==> src/rtl/core/xcht_pkg.sv <==
// Shared types, constants and register codes for the XOR cipher with hash tag.
// No dependencies; the modules of the block import this package.
`default_nettype none

package xcht_pkg;

  localparam int KEY_BYTES = 32;
  localparam int KEY_BITS  = KEY_BYTES * 8;
  localparam int KEY_POS_W = $clog2(KEY_BYTES);
  localparam int KEY_LEN_W = 6;
  localparam int CFG_IDX_W = 3;
  localparam int CFG_DAT_W = 64;
  localparam int HASH_W    = 32;

  localparam logic [HASH_W-1:0] HASH_START = 32'd5381;
  localparam logic [HASH_W-1:0] TAG_MASK   = 32'h7fff_ffff;

  // Register indexes on the configuration port
  localparam logic [CFG_IDX_W-1:0] REG_MODE       = 3'd0;
  localparam logic [CFG_IDX_W-1:0] REG_KEY_LENGTH = 3'd1;
  localparam logic [CFG_IDX_W-1:0] REG_KEY_WORD_0 = 3'd2;
  localparam logic [CFG_IDX_W-1:0] REG_KEY_WORD_1 = 3'd3;
  localparam logic [CFG_IDX_W-1:0] REG_KEY_WORD_2 = 3'd4;
  localparam logic [CFG_IDX_W-1:0] REG_KEY_WORD_3 = 3'd5;

  localparam logic MODE_ENCRYPT = 1'b0;
  localparam logic MODE_DECRYPT = 1'b1;

  typedef enum logic [1:0] {
    STATUS_OK       = 2'd0,
    STATUS_MISMATCH = 2'd1,
    STATUS_SHORT    = 2'd2
  } status_t;

  typedef struct packed {
    logic                 mode;
    logic [KEY_LEN_W-1:0] key_length;
    logic [KEY_BITS-1:0]  key;
  } cfg_t;

  typedef struct packed {
    logic [7:0] out_byte;
    logic       byte_present;
    logic       end_of_message;
    status_t    status;
  } result_t;

endpackage : xcht_pkg

`default_nettype wire

==> src/rtl/core/xcht_in_if.sv <==
// Input byte channel: valid/ready handshake with one message byte and end marker.
// No dependencies.
`default_nettype none

interface xcht_in_if;
  logic       valid;
  logic       ready;
  logic [7:0] byte_value;
  logic       final_byte;

  modport source (output valid, output byte_value, output final_byte, input ready);
  modport sink   (input valid, input byte_value, input final_byte, output ready);
endinterface : xcht_in_if

`default_nettype wire

==> src/rtl/core/xcht_out_if.sv <==
// Result channel: valid/ready handshake carrying one produced byte and end status.
// No dependencies.
`default_nettype none

interface xcht_out_if;
  logic       valid;
  logic       ready;
  logic [7:0] out_byte;
  logic       byte_present;
  logic       end_of_message;
  logic [1:0] status;

  modport source (output valid, output out_byte, output byte_present,
                  output end_of_message, output status, input ready);
  modport sink   (input valid, input out_byte, input byte_present,
                  input end_of_message, input status, output ready);
endinterface : xcht_out_if

`default_nettype wire

==> src/rtl/core/xcht_cfg_if.sv <==
// Configuration write channel: valid/ready with register index and write data.
// No dependencies.
`default_nettype none

interface xcht_cfg_if;
  logic        valid;
  logic        ready;
  logic [2:0]  index;
  logic [63:0] data;

  modport source (output valid, output index, output data, input ready);
  modport sink   (input valid, input index, input data, output ready);
endinterface : xcht_cfg_if

`default_nettype wire

==> src/rtl/core/xcht_cfg_regs.sv <==
// Configuration register file: mode, key length and the 32 key bytes.
// Depends on xcht_pkg and xcht_cfg_if.
`default_nettype none

module xcht_cfg_regs (
  input  wire logic     clk,
  input  wire logic     rst_n,
  xcht_cfg_if.sink      cfg_ch,
  output xcht_pkg::cfg_t cfg
);
  import xcht_pkg::*;

  logic                 mode_r;
  logic [KEY_LEN_W-1:0] key_length_r;
  logic [KEY_BITS-1:0]  key_r;
  logic                 wr_en;

  assign cfg_ch.ready = 1'b1;
  assign wr_en        = cfg_ch.valid;

  always_ff @(posedge clk) begin
    if (!rst_n) begin
      mode_r       <= MODE_ENCRYPT;
      key_length_r <= KEY_LEN_W'(1);
      key_r        <= '0;
    end else if (wr_en) begin
      case (cfg_ch.index)
        REG_MODE:       mode_r              <= cfg_ch.data[0];
        REG_KEY_LENGTH: key_length_r        <= cfg_ch.data[KEY_LEN_W-1:0];
        REG_KEY_WORD_0: key_r[63:0]         <= cfg_ch.data;
        REG_KEY_WORD_1: key_r[127:64]       <= cfg_ch.data;
        REG_KEY_WORD_2: key_r[191:128]      <= cfg_ch.data;
        REG_KEY_WORD_3: key_r[255:192]      <= cfg_ch.data;
        default: ;  // unused indexes are ignored
      endcase
    end
  end

  assign cfg.mode       = mode_r;
  assign cfg.key_length = key_length_r;
  assign cfg.key        = key_r;

endmodule : xcht_cfg_regs

`default_nettype wire

==> src/rtl/core/xcht_out_fifo.sv <==
// Two-entry result buffer between the cipher core and the output channel.
// Depends on xcht_pkg and xcht_out_if.
`default_nettype none

module xcht_out_fifo (
  input  wire logic           clk,
  input  wire logic           rst_n,
  input  wire logic           push,
  input  xcht_pkg::result_t   push_data,
  output logic                has_space,
  xcht_out_if.source          out_ch
);
  import xcht_pkg::*;

  result_t    mem [2];
  logic [1:0] count_r, count_nxt;
  logic       wr_ptr_r, rd_ptr_r;
  logic       pop;
  result_t    head;

  assign has_space    = (count_r != 2'd2);
  assign out_ch.valid = (count_r != 2'd0);
  assign pop          = out_ch.valid && out_ch.ready;

  always_comb begin
    count_nxt = count_r;
    if (push && !pop)      count_nxt = count_r + 2'd1;
    else if (!push && pop) count_nxt = count_r - 2'd1;
  end

  always_ff @(posedge clk) begin
    if (!rst_n) begin
      count_r  <= '0;
      wr_ptr_r <= 1'b0;
      rd_ptr_r <= 1'b0;
    end else begin
      count_r <= count_nxt;
      if (push) wr_ptr_r <= !wr_ptr_r;
      if (pop)  rd_ptr_r <= !rd_ptr_r;
    end
  end

  always_ff @(posedge clk) begin
    if (push) mem[wr_ptr_r] <= push_data;
  end

  assign head                  = mem[rd_ptr_r];
  assign out_ch.out_byte       = head.out_byte;
  assign out_ch.byte_present   = head.byte_present;
  assign out_ch.end_of_message = head.end_of_message;
  assign out_ch.status         = head.status;

endmodule : xcht_out_fifo

`default_nettype wire

==> src/rtl/core/xcht_core.sv <==
// Cipher core: input register, key sequencing, DJB2 hash, tag append and check.
// Depends on xcht_pkg and xcht_in_if.
`default_nettype none

module xcht_core (
  input  wire logic          clk,
  input  wire logic          rst_n,
  xcht_in_if.sink            in_ch,
  input  xcht_pkg::cfg_t     cfg,
  input  wire logic          has_space,
  output logic               push,
  output xcht_pkg::result_t  push_data
);
  import xcht_pkg::*;

  // input register
  logic                 in_valid_r;
  logic [7:0]           in_byte_r;
  logic                 in_fin_r;

  // message state
  logic [HASH_W-1:0]    hash_r, hash_nxt;
  logic [KEY_POS_W-1:0] pos_r, pos_nxt;
  logic [7:0]           held_r [4];
  logic [7:0]           held_nxt [4];
  logic [2:0]           held_cnt_r, held_cnt_nxt;

  // tag emission
  logic [2:0]           tag_cnt_r, tag_cnt_nxt;
  logic [HASH_W-1:0]    tag_r, tag_nxt;

  logic                 tag_busy, item_go, tag_go;
  logic [KEY_LEN_W-1:0] eff_len;
  logic [KEY_POS_W-1:0] key_pos;
  logic [7:0]           key_byte;
  logic [7:0]           plain;
  logic                 released;
  logic [7:0]           hash_byte;
  logic [HASH_W-1:0]    hash_sum;
  logic [HASH_W-1:0]    check_tag;
  status_t              dec_status;

  assign tag_busy    = (tag_cnt_r != 3'd0);
  assign item_go     = in_valid_r && !tag_busy && has_space;
  assign tag_go      = tag_busy && has_space;
  assign in_ch.ready = !in_valid_r || item_go;

  always_ff @(posedge clk) begin
    if (!rst_n) begin
      in_valid_r <= 1'b0;
    end else if (in_ch.ready) begin
      in_valid_r <= in_ch.valid;
    end
  end

  always_ff @(posedge clk) begin
    if (in_ch.ready && in_ch.valid) begin
      in_byte_r <= in_ch.byte_value;
      in_fin_r  <= in_ch.final_byte;
    end
  end

  // effective key length clamped to 1..KEY_BYTES, position wrapped before use
  always_comb begin
    if (cfg.key_length == '0)
      eff_len = KEY_LEN_W'(1);
    else if (cfg.key_length > KEY_LEN_W'(KEY_BYTES))
      eff_len = KEY_LEN_W'(KEY_BYTES);
    else
      eff_len = cfg.key_length;
  end

  assign key_pos  = ({1'b0, pos_r} >= eff_len) ? '0 : pos_r;
  assign key_byte = cfg.key[{key_pos, 3'b000} +: 8];
  assign plain    = in_byte_r ^ key_byte;

  // decrypt releases the oldest held byte once four are held
  assign released  = (cfg.mode == MODE_DECRYPT) && (held_cnt_r == 3'd4);
  assign hash_byte = (cfg.mode == MODE_DECRYPT) ? held_r[0] : in_byte_r;
  assign hash_sum  = hash_r + {hash_r[HASH_W-6:0], 5'b00000} + {24'd0, hash_byte};

  always_comb begin
    for (int i = 0; i < 4; i++) held_nxt[i] = held_r[i];
    held_cnt_nxt = held_cnt_r;
    if (held_cnt_r == 3'd4) begin
      held_nxt[0] = held_r[1];
      held_nxt[1] = held_r[2];
      held_nxt[2] = held_r[3];
      held_nxt[3] = plain;
    end else begin
      held_nxt[held_cnt_r[1:0]] = plain;
      held_cnt_nxt = held_cnt_r + 3'd1;
    end
  end

  assign check_tag = (released ? hash_sum : hash_r) & TAG_MASK;

  always_comb begin
    if (held_cnt_nxt != 3'd4)
      dec_status = STATUS_SHORT;
    else if (held_nxt[0] != check_tag[7:0]   || held_nxt[1] != check_tag[15:8] ||
             held_nxt[2] != check_tag[23:16] || held_nxt[3] != check_tag[31:24])
      dec_status = STATUS_MISMATCH;
    else
      dec_status = STATUS_OK;
  end

  // next state and result
  always_comb begin
    hash_nxt     = hash_r;
    pos_nxt      = pos_r;
    tag_cnt_nxt  = tag_cnt_r;
    tag_nxt      = tag_r;
    push         = 1'b0;
    push_data    = '{out_byte: 8'd0, byte_present: 1'b0, end_of_message: 1'b0,
                     status: STATUS_OK};

    if (tag_go) begin
      push                     = 1'b1;
      push_data.out_byte       = tag_r[7:0] ^ key_byte;
      push_data.byte_present   = 1'b1;
      push_data.end_of_message = (tag_cnt_r == 3'd1);
      tag_nxt                  = tag_r >> 8;
      tag_cnt_nxt              = tag_cnt_r - 3'd1;
      pos_nxt                  = (tag_cnt_r == 3'd1) ? '0 : key_pos + KEY_POS_W'(1);
    end else if (item_go) begin
      pos_nxt = key_pos + KEY_POS_W'(1);
      if (cfg.mode == MODE_ENCRYPT) begin
        push                   = 1'b1;
        push_data.out_byte     = plain;
        push_data.byte_present = 1'b1;
        hash_nxt               = hash_sum;
        if (in_fin_r) begin
          tag_nxt     = hash_sum & TAG_MASK;
          tag_cnt_nxt = 3'd4;
          hash_nxt    = HASH_START;
        end
      end else begin
        if (released) hash_nxt = hash_sum;
        push                   = released || in_fin_r;
        push_data.out_byte     = released ? held_r[0] : 8'd0;
        push_data.byte_present = released;
        if (in_fin_r) begin
          push_data.end_of_message = 1'b1;
          push_data.status         = dec_status;
          hash_nxt                 = HASH_START;
          pos_nxt                  = '0;
        end
      end
    end
  end

  always_ff @(posedge clk) begin
    if (!rst_n) begin
      hash_r     <= HASH_START;
      pos_r      <= '0;
      held_cnt_r <= '0;
      tag_cnt_r  <= '0;
    end else begin
      hash_r    <= hash_nxt;
      pos_r     <= pos_nxt;
      tag_cnt_r <= tag_cnt_nxt;
      if (item_go) begin
        if (in_fin_r)
          held_cnt_r <= '0;
        else if (cfg.mode == MODE_DECRYPT)
          held_cnt_r <= held_cnt_nxt;
      end
    end
  end

  always_ff @(posedge clk) begin
    tag_r <= tag_nxt;
    if (item_go && cfg.mode == MODE_DECRYPT) begin
      for (int i = 0; i < 4; i++) held_r[i] <= held_nxt[i];
    end
  end

endmodule : xcht_core

`default_nettype wire

==> src/rtl/core/xor_cipher_with_hash_tag.sv <==
// Repeating-key XOR cipher with DJB2 tag: one byte in, up to five results out.
// Usage:
//   in_ch  - message bytes, final_byte set on the last byte of a message.
//   out_ch - results: out_byte/byte_present, end_of_message and status.
//   cfg_ch - register writes (0 mode, 1 key length, 2..5 key words), always
//            ready; write only while no message results are outstanding.
// Encrypt: each byte gives one ciphertext transfer; the final byte is
//   followed by four tag transfers (DJB2 masked to 31 bits, low byte first,
//   still XORed with the key), the last one marked end_of_message.
// Decrypt: the last four bytes are held as the tag; earlier bytes come out
//   four bytes late. The final byte gives one transfer with end_of_message
//   and status (0 ok, 1 tag mismatch, 2 shorter than four bytes); discard
//   the message unless status is ok.
// Path: a result passes through the input register and then the two-entry
//   result buffer before it is offered on out_ch.
// Throughput: one byte per cycle while the buffer has space; an encrypt final
//   byte holds the input while the tag leaves through the shared key sequencer.
// Reset (rst_n low, synchronous): mode encrypt, key length 1, key zero,
//   hash 5381, key position 0, buffers empty.
// Stall: when out_ch is not ready the buffer fills; once two results wait
//   and the input register holds a byte, in_ch.ready drops; nothing is dropped.
`default_nettype none

module xor_cipher_with_hash_tag (
  input  wire logic   clk,
  input  wire logic   rst_n,
  xcht_in_if.sink     in_ch,
  xcht_out_if.source  out_ch,
  xcht_cfg_if.sink    cfg_ch
);
  import xcht_pkg::*;

  cfg_t    cfg;
  logic    has_space;
  logic    push;
  result_t push_data;

  xcht_cfg_regs u_cfg_regs (
    .clk    (clk),
    .rst_n  (rst_n),
    .cfg_ch (cfg_ch),
    .cfg    (cfg)
  );

  // byte processing and tag sequencing; pushes at most one result a cycle
  xcht_core u_core (
    .clk       (clk),
    .rst_n     (rst_n),
    .in_ch     (in_ch),
    .cfg       (cfg),
    .has_space (has_space),
    .push      (push),
    .push_data (push_data)
  );

  // decouples out_ch.ready from in_ch.ready
  xcht_out_fifo u_out_fifo (
    .clk       (clk),
    .rst_n     (rst_n),
    .push      (push),
    .push_data (push_data),
    .has_space (has_space),
    .out_ch    (out_ch)
  );

endmodule : xor_cipher_with_hash_tag

`default_nettype wire
==> src/flat_wrapper.sv <==
// flat-port wrapper written by rule: the top's interface ports become plain ports
module xor_cipher_with_hash_tag_flat import xcht_pkg::*;
  (clk, rst_n, in_ch_valid, in_ch_byte_value, in_ch_final_byte, in_ch_ready, out_ch_valid, out_ch_out_byte, out_ch_byte_present, out_ch_end_of_message, out_ch_status, out_ch_ready, cfg_ch_valid, cfg_ch_index, cfg_ch_data, cfg_ch_ready);
  xcht_in_if in_ch_i ();
  xcht_out_if out_ch_i ();
  xcht_cfg_if cfg_ch_i ();
  input  wire logic clk;
  input  wire logic rst_n;
  input wire logic [$bits(in_ch_i.valid)-1:0] in_ch_valid;
  input wire logic [$bits(in_ch_i.byte_value)-1:0] in_ch_byte_value;
  input wire logic [$bits(in_ch_i.final_byte)-1:0] in_ch_final_byte;
  output wire logic [$bits(in_ch_i.ready)-1:0] in_ch_ready;
  output wire logic [$bits(out_ch_i.valid)-1:0] out_ch_valid;
  output wire logic [$bits(out_ch_i.out_byte)-1:0] out_ch_out_byte;
  output wire logic [$bits(out_ch_i.byte_present)-1:0] out_ch_byte_present;
  output wire logic [$bits(out_ch_i.end_of_message)-1:0] out_ch_end_of_message;
  output wire logic [$bits(out_ch_i.status)-1:0] out_ch_status;
  input wire logic [$bits(out_ch_i.ready)-1:0] out_ch_ready;
  input wire logic [$bits(cfg_ch_i.valid)-1:0] cfg_ch_valid;
  input wire logic [$bits(cfg_ch_i.index)-1:0] cfg_ch_index;
  input wire logic [$bits(cfg_ch_i.data)-1:0] cfg_ch_data;
  output wire logic [$bits(cfg_ch_i.ready)-1:0] cfg_ch_ready;
  assign in_ch_i.valid = in_ch_valid;
  assign in_ch_i.byte_value = in_ch_byte_value;
  assign in_ch_i.final_byte = in_ch_final_byte;
  assign in_ch_ready = in_ch_i.ready;
  assign out_ch_valid = out_ch_i.valid;
  assign out_ch_out_byte = out_ch_i.out_byte;
  assign out_ch_byte_present = out_ch_i.byte_present;
  assign out_ch_end_of_message = out_ch_i.end_of_message;
  assign out_ch_status = out_ch_i.status;
  assign out_ch_i.ready = out_ch_ready;
  assign cfg_ch_i.valid = cfg_ch_valid;
  assign cfg_ch_i.index = cfg_ch_index;
  assign cfg_ch_i.data = cfg_ch_data;
  assign cfg_ch_ready = cfg_ch_i.ready;
  xor_cipher_with_hash_tag u_core (.clk(clk), .rst_n(rst_n), .in_ch(in_ch_i), .out_ch(out_ch_i), .cfg_ch(cfg_ch_i));
endmodule
==> config.mk <==
export PLATFORM = sky130hd
export DESIGN_NAME = xor_cipher_with_hash_tag_flat
export DESIGN_NICKNAME = d
export VERILOG_FILES = /design/src/rtl/core/xcht_pkg.sv /design/src/rtl/core/xcht_in_if.sv /design/src/rtl/core/xcht_out_if.sv /design/src/rtl/core/xcht_cfg_if.sv /design/src/rtl/core/xcht_cfg_regs.sv /design/src/rtl/core/xcht_out_fifo.sv /design/src/rtl/core/xcht_core.sv /design/src/rtl/core/xor_cipher_with_hash_tag.sv /design/src/flat_wrapper.sv
export SDC_FILE = /design/constraint.sdc
export NUM_CORES = 1
export LEC_CHECK = 0
export ABC_AREA = 1
export BUFFER_PORTS_ARGS = -buffer_cell sky130_fd_sc_hd__buf_2
export CAP_MARGIN = 20
export CORE_MARGIN = 2
export CORE_UTILIZATION = 34
export CTS_BUF_LIST = sky130_fd_sc_hd__clkbuf_16
export CTS_CLUSTER_SIZE = 24
export DETAILED_ROUTE_END_ITERATION = 10
export GPL_TIMING_DRIVEN = 0
export PLACE_DENSITY = 0.58
export RECOVER_POWER = 100
export SETUP_SLACK_MARGIN = 0.3
export SYNTH_ARGS = -nofsm -noshare
export SYNTH_HDL_FRONTEND = slang
export SYNTH_HIERARCHICAL = 1
export SYNTH_SLANG_ARGS = --single-unit
==> constraint.sdc <==
create_clock -name clk -period 5.2 [get_ports clk]
set_input_delay 0.52 -clock clk [delete_from_list [all_inputs] [get_ports clk]]
set_output_delay 0.52 -clock clk [all_outputs]
set_load 0.005 [all_outputs]
==> results.ini, run 1 <==
[floorplanning]
die_area_um2 = 71030
fp.dieH_um = 266.5
core_region_area_um2 = 68470
io_pins = 96
num_rows = 96
initial_utilization_pct = 34.22
dieWidth_um = 266.5

[global_route]
grt-busiest-layer = met1
grt_max_degree = 22
grtUsageMet2_pct = 40.16
grt_pass1_wl_mm = 145.2
grtUsageTotal_pct = 27.81
overflow = 0
met1_usage_pct = 42.12
grt_pass1_vias = 21840
gr-usage-met3_pct = 4.973
antenna_found_initial = 3

[power_and_ir_drop]
total_power_w = 0.01180
p_comb_share_pct = 38.5
p_switching_w = 0.005032
cellInternalPower_w = 0.006773
seq_power_share_pct = 34.2
pwr-share-clk_pct = 27.3
swShare_pct = 42.63
power.leakage_nw = 11.75
peakVddDrop_mv = 0.2486
power_density_nw_per_um2 = 445.9

[yosys]
yosysWarnings = 6
synth.distinct_cells = 51
syn_avg_cell_area_um2 = 6.791
synth_top_area_share_pct = 27.17
synth_nets = 3605
synth_ff_type = dfxtp_1
async_flop_share_pct = 0
synthCells = 3450
synth_edf_count = 89
synth_top_cell_by_area = dfxtp_1
netlist_top_cells_area = dfxtp_1 (27%), nand2_1 (14%), nand3_1 (12%)
syn_area_um2 = 23430
yosysSeqAreaShare_pct = 38.58
synth_seq_cells = 407

[clocking]
root_buffer = clkbuf_16
numCtsBuffers = 48
clock_latency_ns = 0.63
h-tree-depth = 2
clk_pin_slew_ns = 0.06
tritoncts = yes
cts_sinks = 407
cts_buffer_depth = 3

[sta]
hold_viol_final = 0
maxSlewViolCount = 0
rsz0062_at_grt = false
fin_crit_sh_pct = 92.44
tightest_slew_ns = 1.361
slew_headroom_pct = 9.248
period_minus_slack_ns = 4.807
setup-tns-final_ns = 0
clock_skew_ns = 0.03822
setup_viol = 0
fmax_mhz = 208.0

[min_path]
whs_path_depth = 1
whs_endpoint = u_core/u_core/in_byte_r[3]
min_from = in_ch_byte_value[3]
hp-class = in -> reg

[final_layout]
multi_input_area_um2 = 12260
final_core_util_pct = 38.67
n_fill_cell = 7482
nNetsFinal = 3756
syn2layout_area_growth_pct = 13.00
regArea_um2 = 9039
drive_gt1_share_pct = 9.686
num_antenna_cells = 0

[placed_design]
portBuffers = 94
dp_hpwl_mm = 77.22
place_congestion = 1.003

[drt]
drt_iter0_markers = 2961
routedWlPerCell_um = 22.27
vias_per_cell = 5.365
drc_errors = 0
antenna_left = 0
dr.pass1.iters = 5
finalWirelength_mm = 100.6
vias = 24230

[critical_path]
r2r-end = u_core/u_out_fifo/mem[0][0]
start_kind = register
cp-startpoint = u_core/u_cfg_regs/mode_r
regToRegStartpoint = u_core/u_cfg_regs/mode_r
worst_ep_required_time_ns = 5.56
arrival_ns = 5.16
worstRegToRegCells = 24
ff2ff_setup_slack_ns = 0.39
worst-setup-path-type = reg -> reg
cp_max_fo = 10
critPathCaptureType = register

[status]
status = finished, final reports clean

[flow_run]
maxCapViolCount = 0

-- cell families (layout without fill, tap and decap cells) --
family | Yosys count | after routing | share of synthesized area [%]
DFF | 407 | 407 | 38.58
buffers and inverters | 461 | 645 | 8.988
and+or+nand+nor | 2210 | 2210 | 40.13
xor gates and xnor gates | 31 | 31 | 1.159
muxes | 16 | 16 | 0.9078
adders and majority gates | 74 | 74 | 4.080
AOI/OAI and AO/OA | 250 | 250 | 6.141
other | 1 | 1 | 0.01601
-- power by group through the flow --
stage	logic (W)	clock network (W)	registers [W]
after global routing	0.00488	0.00338	0.00407
final	0.00455	0.00322	0.00404
after global placement	0.00434	0	0.00409
after CTS	0.00446	0.00326	0.00403
after floorplan	0.00277	0	0.00398
after detailed placement	0.00440	0	0.00410
-- final cells by class --
| cell class | count | share of cell area (%) |
|---|---|---|
| Clock buffer | 48 | 4.537 |
| Timing Repair Buffer | 101 | 1.881 |
| Clock inverter | 35 | 0.9594 |
| Buffer | 204 | 4.367 |
| Tap cell | 882 | 4.168 |
| Sequential cell | 407 | 34.14 |
| Multi-Input combinational cell | 2582 | 46.30 |
| Inverter | 257 | 3.653 |
-- cells in the mapped netlist (all sizes together), types with 2 or more instances --
| master | instances |
|---|---|
| nor2 | 640 |
| xnor2 | 8 |
| fa | 4 |
| a31oi | 36 |
| o221ai | 6 |
| mux2i | 4 |
| a21o | 6 |
| nor4 | 2 |
| o211ai | 6 |
| nand3 | 591 |
| and2 | 2 |
| nand4 | 22 |
| nor3 | 9 |
| edfxtp | 89 |
| o21bai | 8 |
| nand2 | 916 |
| a21oi | 51 |
| xor2 | 23 |
| o21ai | 115 |
| dfxtp | 318 |
| or2 | 24 |
| mux2 | 12 |
| ha | 70 |
| a21boi | 6 |
| clkinv | 2 |
| clkbuf | 70 |
| buf | 134 |
| a22oi | 6 |
| o21a | 3 |
| a32o | 2 |
| inv | 255 |
| nand3b | 4 |
| o22ai | 2 |
-- flip-flops by register name, summed over array words and instances, names as in the netlist, 5 cells and up, named ones only --
signal / cells
u_core/u_cfg_regs/key_r: 256
u_core/u_core/hash_r: 31
u_core/u_core/in_byte_r: 8
u_core/u_out_fifo/mem: 24
u_core/u_core/held_r: 32
u_core/u_core/pos_r: 5
u_core/u_cfg_regs/key_length_r: 6
u_core/u_core/tag_r: 31
-- timing repair --
action / CTS / global route
resized for setup: 19 / 32
endpoints found under the setup margin: 5 / 2
pin swaps: 2 / 4
buffers inserted: 1 / 3
hold buffers: 0 / 0
endpoints found under the hold margin: 0 / 0
-- worst max-delay path: stages, from the launching register on --
cell and delay (ns):
dfxtp_1 0.31, buf_4 0.15, clkbuf_2 0.21, o21ai_0 0.49
ha_1 0.34, ha_1 0.34, nand3_1 0.08, nand2_1 0.15
a21oi_4 0.10, o21bai_1 0.35, a21boi_2 0.16, o21ai_0 0.30
nand2_1 0.12, nand3_1 0.15, nand3_1 0.11, o21ai_0 0.31
inv_1 0.22, nand2_1 0.11, nand2_1 0.05, nor2_1 0.10
nand2_1 0.05, nor2_1 0.08, nand2_1 0.06, nor2_1 0.13
nor2_1 0.08
-- per-layer routing --
| metal | wire (um) | up-vias |
|---|---|---|
| li1 | - | 11470 |
| met3 | 10120 | 149 |
| met5 | 13 | - |
| met2 | 41040 | 1203 |
| met1 | 46820 | 11410 |
| met4 | 2594 | 2 |
-- layout by cell type, fill, tap and decap left out, types with 22 or more instances in the layout --
cell       count
ha_1          69
edfxtp_1      89
a31oi_1       36
a21oi_1       49
o21ai_0      108
nand3_1      580
xor2_1        23
nor2_1       630
inv_1        259
dfxtp_1      318
buf_6         26
or2_2         24
clkbuf_1      98
nand4_1       22
clkbuf_16     48
buf_2        144
buf_4         30
nand2_1      905
-- per-stage QoR --
stage / worst slack, ns / hold slack [ns] / cells / cell area (um2)
floorplan: 1.161 / 0.4459 / 3450 / 23430
global placement: -0.3745 / 0.4569 / 4426 / 25000
detailed placement: -0.3399 / 0.4633 / 4429 / 25060
CTS: 0.3257 / 0.08490 / 4513 / 26570
global route: 0.1587 / 0.1271 / 4516 / 26480
finish: 0.3930 / 0.1393 / 4516 / 26480
-- worst max-delay path by stage --
| stage | to | depth (start not counted) |
|---|---|---|
| after floorplan | u_core/u_out_fifo/mem[0][0] | 30 |
| after global placement | u_core/u_out_fifo/mem[1][0] | 25 |
| after detailed placement | u_core/u_out_fifo/mem[0][0] | 27 |
| after CTS | u_core/u_out_fifo/mem[1][0] | 28 |
| after global routing | u_core/u_out_fifo/mem[1][0] | 31 |
| final | u_core/u_out_fifo/mem[0][0] | 24 |
No activity file was read; power rests on OpenSTA's default activity.
==> inputs of run 2 (changes only) <==
Settings changed: ABC_AREA 1 to default, SETUP_SLACK_MARGIN 0.3 to default.
==> results.ini, run 2 <==
[status]
status = finished with violations
violations = capacitance limit, slew limit

[sta]
setup_viol = 0
hold_viol_final = 0
period_minus_slack_ns = 5.150
maxSlewViolCount = 30
slew_headroom_pct = -35.79
fin_crit_sh_pct = 99.04
tightest_slew_ns = 2.037
clock_skew_ns = 0.05065
fmax_mhz = 194.2
setup-tns-final_ns = 0

[placed_design]
placed_area_um2 = 24270
dp_cells = 3388
portBuffers = 94
dp_hpwl_mm = 74.41
place_congestion = 0.9979

[critical_path]
crit_slowest_cell = dfxtp_4
worst-setup-path-type = reg -> reg
start_kind = register
worst_ep_required_time_ns = 5.50
critPathCaptureType = register
worstPathCellList = clkinvlp_4, buf_12, buf_8, ha_1, nand2b_4, a21o_4, a21oi_4, buf_12, buf_4, mux4_2, and3_1, or3_1, buf_4, xnor2_4, o221ai_2, a2111oi_4, nand4b_1, nor4_2, and3_4, a311oi_2
path_buf_inv = 6
ff2ff_setup_slack_ns = 0.05
regToRegStartpoint = u_core/u_core/pos_r[0]
cp_max_fo = 10
slowest_delay_ns = 0.46
cp-endpoint = u_core/u_out_fifo/mem[0][0]
worstRegToRegCells = 20
cp-startpoint = u_core/u_core/pos_r[0]
cp_num_cells = 20
critPathTopFamily = simple AND/OR/NAND/NOR gates
r2r-end = u_core/u_out_fifo/mem[0][0]
arrival_ns = 5.45

[yosys]
yosysWarnings = 6
synth_nets = 2581
synth_seq_cells = 407
yosysSeqAreaShare_pct = 39.86
async_flop_share_pct = 0
synth.distinct_cells = 99
syn_area_um2 = 22680
synth_common_cells = nand2_1 (516), mux2i_1 (328), dfxtp_1 (318)
synthCells = 2426
synth_ff_type = dfxtp_1
synth_most_common_cell = nand2_1
netlist_top_cells_area = dfxtp_1 (28%), mux2i_1 (14%), edfxtp_1 (12%)
syn_avg_cell_area_um2 = 9.347
synth_top_area_share_pct = 28.07
synth_edf_count = 89
synth_top_cell_by_area = dfxtp_1

[floorplanning]
core_region_area_um2 = 65860
io_pins = 96
die_area_um2 = 68780
dieWidth_um = 262.3
num_rows = 94
initial_utilization_pct = 34.43
fp.dieH_um = 262.3

[clocking]
cts_sinks = 407
cts_buffer_depth = 3
clk_pin_slew_ns = 0.06
numCtsBuffers = 45
root_buffer = clkbuf_16
clock_latency_ns = 0.62
h-tree-depth = 2
tritoncts = yes

[power_and_ir_drop]
peakVddDrop_mv = 0.2219
power_density_nw_per_um2 = 401.8
power.leakage_nw = 10.99
total_power_w = 0.01075

[drt]
dr.pass1.iters = 8
drt_iter0_markers = 2413
finalWirelength_mm = 96.30
vias_per_cell = 5.789
vias = 20310
drc_errors = 0
antenna_left = 0
routedWlPerCell_um = 27.44

[final_layout]
drive_gt1_share_pct = 15.35
largest_reg_flops = 256
final_area_um2 = 26750
top_register = u_core/u_cfg_regs/key_r
final_core_util_pct = 40.61
syn2layout_area_growth_pct = 17.95
layout_common_cells = nand2_1 (513), mux2i_1 (319), dfxtp_1 (317)
largestRegisters = u_core/u_cfg_regs/key_r (256), u_core/u_core/held_r (32)
nNetsFinal = 2767
instances_no_fill = 3509
num_antenna_cells = 0
final_common_cell = nand2_1

[global_route]
grt_max_degree = 30
grtUsageTotal_pct = 27.14
grt_pass1_vias = 19540
overflow = 0
antenna_found_initial = 0
grt_pass1_wl_mm = 138.5

[min_path]
hp-class = in -> reg

[flow_run]
maxCapViolCount = 1

[run 2: cell types whose count changed after synthesis, sizes merged, moves of 23 or more]
| cell | delta |
|---|---|
| mux2i | +324 |
| and2 | +26 |
| buf | -52 |
| a21oi | +31 |
| o22ai | +23 |
| nor2 | -547 |
| a31oi | -26 |
| nand2 | -400 |
| nor2b | +38 |
| xnor2 | +37 |
| nand3 | -558 |
| inv | -210 |
[run 2: final cells by class]
| cell class | count | area [um2] |
|---|---|---|
| plain buffers | 154 | 1036 |
| flip-flops and latches | 407 | 9042 |
| multi-input cells | 1816 | 13140 |
| inverters | 45 | 172.7 |
| well taps | 864 | 1081 |
| repair buffers | 143 | 844.6 |
| fillers | 6564 | 39120 |
| clock buffers | 45 | 1126 |
| clock inverters | 35 | 301.5 |
[run 2: repair_timing]
action / CTS / global route
resized for setup: 122 / 47
pin swaps: 29 / 32
buffers inserted: 33 / 11
endpoints found under the setup margin: 97 / 2
hold buffers: 0 / 0
[run 2: worst min-delay path by stage]
stage / start / end / slack [ns] / depth (start not counted)
global placement: u_core/u_cfg_regs/key_r[34] / u_core/u_cfg_regs/key_r[34] / 0.44 / 2
detailed placement: u_core/u_cfg_regs/key_r[244] / u_core/u_cfg_regs/key_r[244] / 0.45 / 2
floorplan: u_core/u_cfg_regs/key_r[208] / u_core/u_cfg_regs/key_r[208] / 0.43 / 2
CTS: in_ch_byte_value[5] / u_core/u_core/in_byte_r[5] / 0.08 / 1
global route: in_ch_byte_value[5] / u_core/u_core/in_byte_r[5] / 0.09 / 1
finish: in_ch_byte_value[5] / u_core/u_core/in_byte_r[5] / 0.1 / 1
[run 2: report_power, final]
part	internal, W	leakage (nW)	total (W)	switching (W)
Sequential	0.00364	3.41	0.00383	0.000189
Clock	0.00178	0.724	0.00318	0.00140
Combinational	0.00126	6.85	0.00373	0.00247
[run 2: logic make-up (layout without fill, tap and decap cells)]
group	Yosys count	after routing	synth area share [%]
muxes	373	373	17.51
and+or+nand+nor	858	858	17.20
xor gates and xnor gates	70	70	2.786
AOI/OAI and AO/OA	440	440	13.31
adders and majority gates	74	74	4.215
other	1	1	0.01654
buffers and inverters	203	422	5.109
DFF	407	407	39.86
[run 2: worst reg2reg max path, cell delays in order (launching register included)]
cell and delay, ns:
dfxtp_4 0.46, clkinvlp_4 0.18, buf_12 0.15, buf_8 0.15, ha_1 0.29, nand2b_4 0.16
a21o_4 0.25, a21oi_4 0.15, buf_12 0.14, buf_4 0.16, mux4_2 0.35, and3_1 0.28
or3_1 0.33, buf_4 0.20, xnor2_4 0.25, o221ai_2 0.20, a2111oi_4 0.33, nand4b_1 0.18
nor4_2 0.31, and3_4 0.26, a311oi_2 0.10
[run 2: metal layers]
metal | vias up | routed length, um | track usage [%]
met5 | - | 0 | 0
met4 | 0 | 2453 | 6.634
met3 | 145 | 9458 | 5.191
met2 | 1059 | 41150 | 40.92
met1 | 10030 | 43240 | 39.65
li1 | 9083 | - | -
[run 2: per-stage QoR]
stage               hold WS, ns  setup WS [ns]
global placement         0.4396         -2.311
floorplan                0.4296         0.1522
detailed placement       0.4501         -2.329
finish                  0.09519        0.04976
global route            0.08927       -0.01653
CTS                     0.07582       0.006971
==> inputs of run 3 (changes only) <==
Settings changed: PLACE_DENSITY 0.58 to 0.49.
Clock period 5.2 ns to 5.3 ns, I/O delays scaled along.
==> results.ini, run 3 (synthesis results as in run 2) <==
[status]
status = finished with violations
violations = capacitance limit, slew limit, setup timing

[critical_path]
worstRegToRegCells = 13
worst-setup-path-type = reg -> reg
cp_max_fo = 10
r2r-end = u_core/u_out_fifo/mem[1][0]
worst_ep_required_time_ns = 5.60
arrival_ns = 5.63
critPathCaptureType = register
start_kind = register
regToRegStartpoint = u_core/u_core/pos_r[2]
ff2ff_setup_slack_ns = -0.02

[clocking]
clk_pin_slew_ns = 0.06
hold_buffers = 0
cts_sinks = 407
h-tree-depth = 2
cts_buffer_depth = 3
root_buffer = clkbuf_16
clock_latency_ns = 0.60
tritoncts = yes
numCtsBuffers = 48

[sta]
setup_viol = 2
clock_skew_ns = 0.02483
fin_crit_sh_pct = 100.4
fmax_mhz = 187.9
slew_headroom_pct = -38.98
period_minus_slack_ns = 5.323
maxSlewViolCount = 29
postLayoutSetupSlackWorst_ns = -0.02326
hold_viol_final = 0
tightest_slew_ns = 2.085
hold_slack_ns = 0.1189

[floorplanning]
die_area_um2 = 68780
initial_utilization_pct = 34.43
core_region_area_um2 = 65860
io_pins = 96
dieWidth_um = 262.3
num_rows = 94
fp.dieH_um = 262.3

[final_layout]
largestRegisters = u_core/u_cfg_regs/key_r (256), u_core/u_core/held_r (32)
drive_gt1_share_pct = 15.02
top_register = u_core/u_cfg_regs/key_r
final_common_cell = nand2_1
layout_common_cells = nand2_1 (515), mux2i_1 (317), dfxtp_1 (315)
nNetsFinal = 2762
syn2layout_area_growth_pct = 18.16
largest_reg_flops = 256

[drt]
dr.pass1.iters = 6
finalWirelength_mm = 97.72
routedWlPerCell_um = 27.86
drc_errors = 0
vias = 20210
antenna_left = 0
drt_iter0_markers = 2234
vias_per_cell = 5.761

[min_path]
whs_path_depth = 1
whs_endpoint = u_core/u_core/in_byte_r[7]
min_from = in_ch_byte_value[7]
hp-class = in -> reg

[power_and_ir_drop]
peakVddDrop_mv = 0.2255
p_comb_share_pct = 33.8
swShare_pct = 37.14
power.leakage_nw = 11.01
pwr-share-clk_pct = 30.3
power_density_nw_per_um2 = 390.4
p_switching_w = 0.003886
cellInternalPower_w = 0.006575
total_power_w = 0.01046
seq_power_share_pct = 35.9

[placed_design]
place_congestion = 1.010
portBuffers = 94
dp_hpwl_mm = 75.14

[global_route]
grt_pass1_wl_mm = 139.5
antenna_found_initial = 3
grt_max_degree = 29
overflow = 0
grtUsageTotal_pct = 27.54
grt_pass1_vias = 19310

[flow_run]
maxCapViolCount = 1

run 3: cell types whose count changed in the layout (fill, tap and decap cells not counted), moves of 5 or more:
cell,delta
buf_4,-7
mux2i_4,+5
clkbuf_16,+5
clkinv_1,-7
inv_1,+6
clkinv_2,+6
run 3: what timing repair did:
item                       in CTS  in global routing
setup buffers                  27                  9
pin swaps                      22                 22
setup endpoints to repair      92                  2
resized for setup             127                 46
gates cloned                    1                  0
run 3: cell type report:
class | instances | area (um2)
inverter | 45 | 172.7
antenna | 1 | 2.502
clock inverter | 36 | 225.2
tap | 864 | 1081
timing repair buffer | 136 | 792.0
sequential | 407 | 9045
multi-input combinational | 1816 | 13200
fill | 6643 | 39070
clock buffer | 50 | 1251
buffer | 153 | 1026
run 3: metrics by stage:
stage          cells  utilization [%]  TNS (ns)  instance area [um2]  setup slack, ns
2_1_floorplan   2426                -         0                22680           0.2522
3_3_place_gp    3384            36.79    -58.75                24230           -2.868
3_5_place_dp    3387            36.83    -50.88                24260           -2.803
4_1_cts         3500            40.29         0                26540         0.005815
5_1_grt         3507            40.68  -0.04122                26790         -0.02082
6_report        3508            40.68  -0.04311                26800         -0.02326
run 3: worst max path at each step:
stage	start	to	depth (start not counted)
floorplan	u_core/u_cfg_regs/mode_r	u_core/u_out_fifo/mem[0][0]	21
global placement	u_core/u_cfg_regs/mode_r	u_core/u_out_fifo/mem[0][0]	23
detailed placement	u_core/u_cfg_regs/mode_r	u_core/u_out_fifo/mem[0][0]	23
CTS	u_core/u_core/pos_r[0]	u_core/u_out_fifo/mem[1][0]	21
global route	u_core/u_core/pos_r[0]	u_core/u_out_fifo/mem[0][0]	18
finish	u_core/u_core/pos_r[2]	u_core/u_out_fifo/mem[1][0]	13
run 3: power by group through the flow:
stage	clock network [W]	logic, W	registers [W]
floorplan	0	0.00198	0.00373
global placement	0	0.00313	0.00380
detailed placement	0	0.00315	0.00381
CTS	0.00322	0.00339	0.00375
global route	0.00333	0.00374	0.00378
finish	0.00317	0.00354	0.00375
run 3: critical path, cell delays in order, from the launching register on:
cell	delay [ns]
dfxtp_1	0.50
buf_2	0.42
buf_2	0.51
clkbuf_1	0.55
mux4_2	0.44
a32oi_1	0.47
o2111ai_4	0.27
or3_1	0.44
mux2i_1	0.38
o21a_1	0.19
o22ai_1	0.07
nor4_1	0.37
and3_4	0.27
a311oi_2	0.12
run 3: routing by layer:
layer	part of all wire, %	GRT usage (%)
met1	46	40.48
met2	43	40.87
met3	8.5	5.181
met4	2.7	7.647
met5	0.013	0
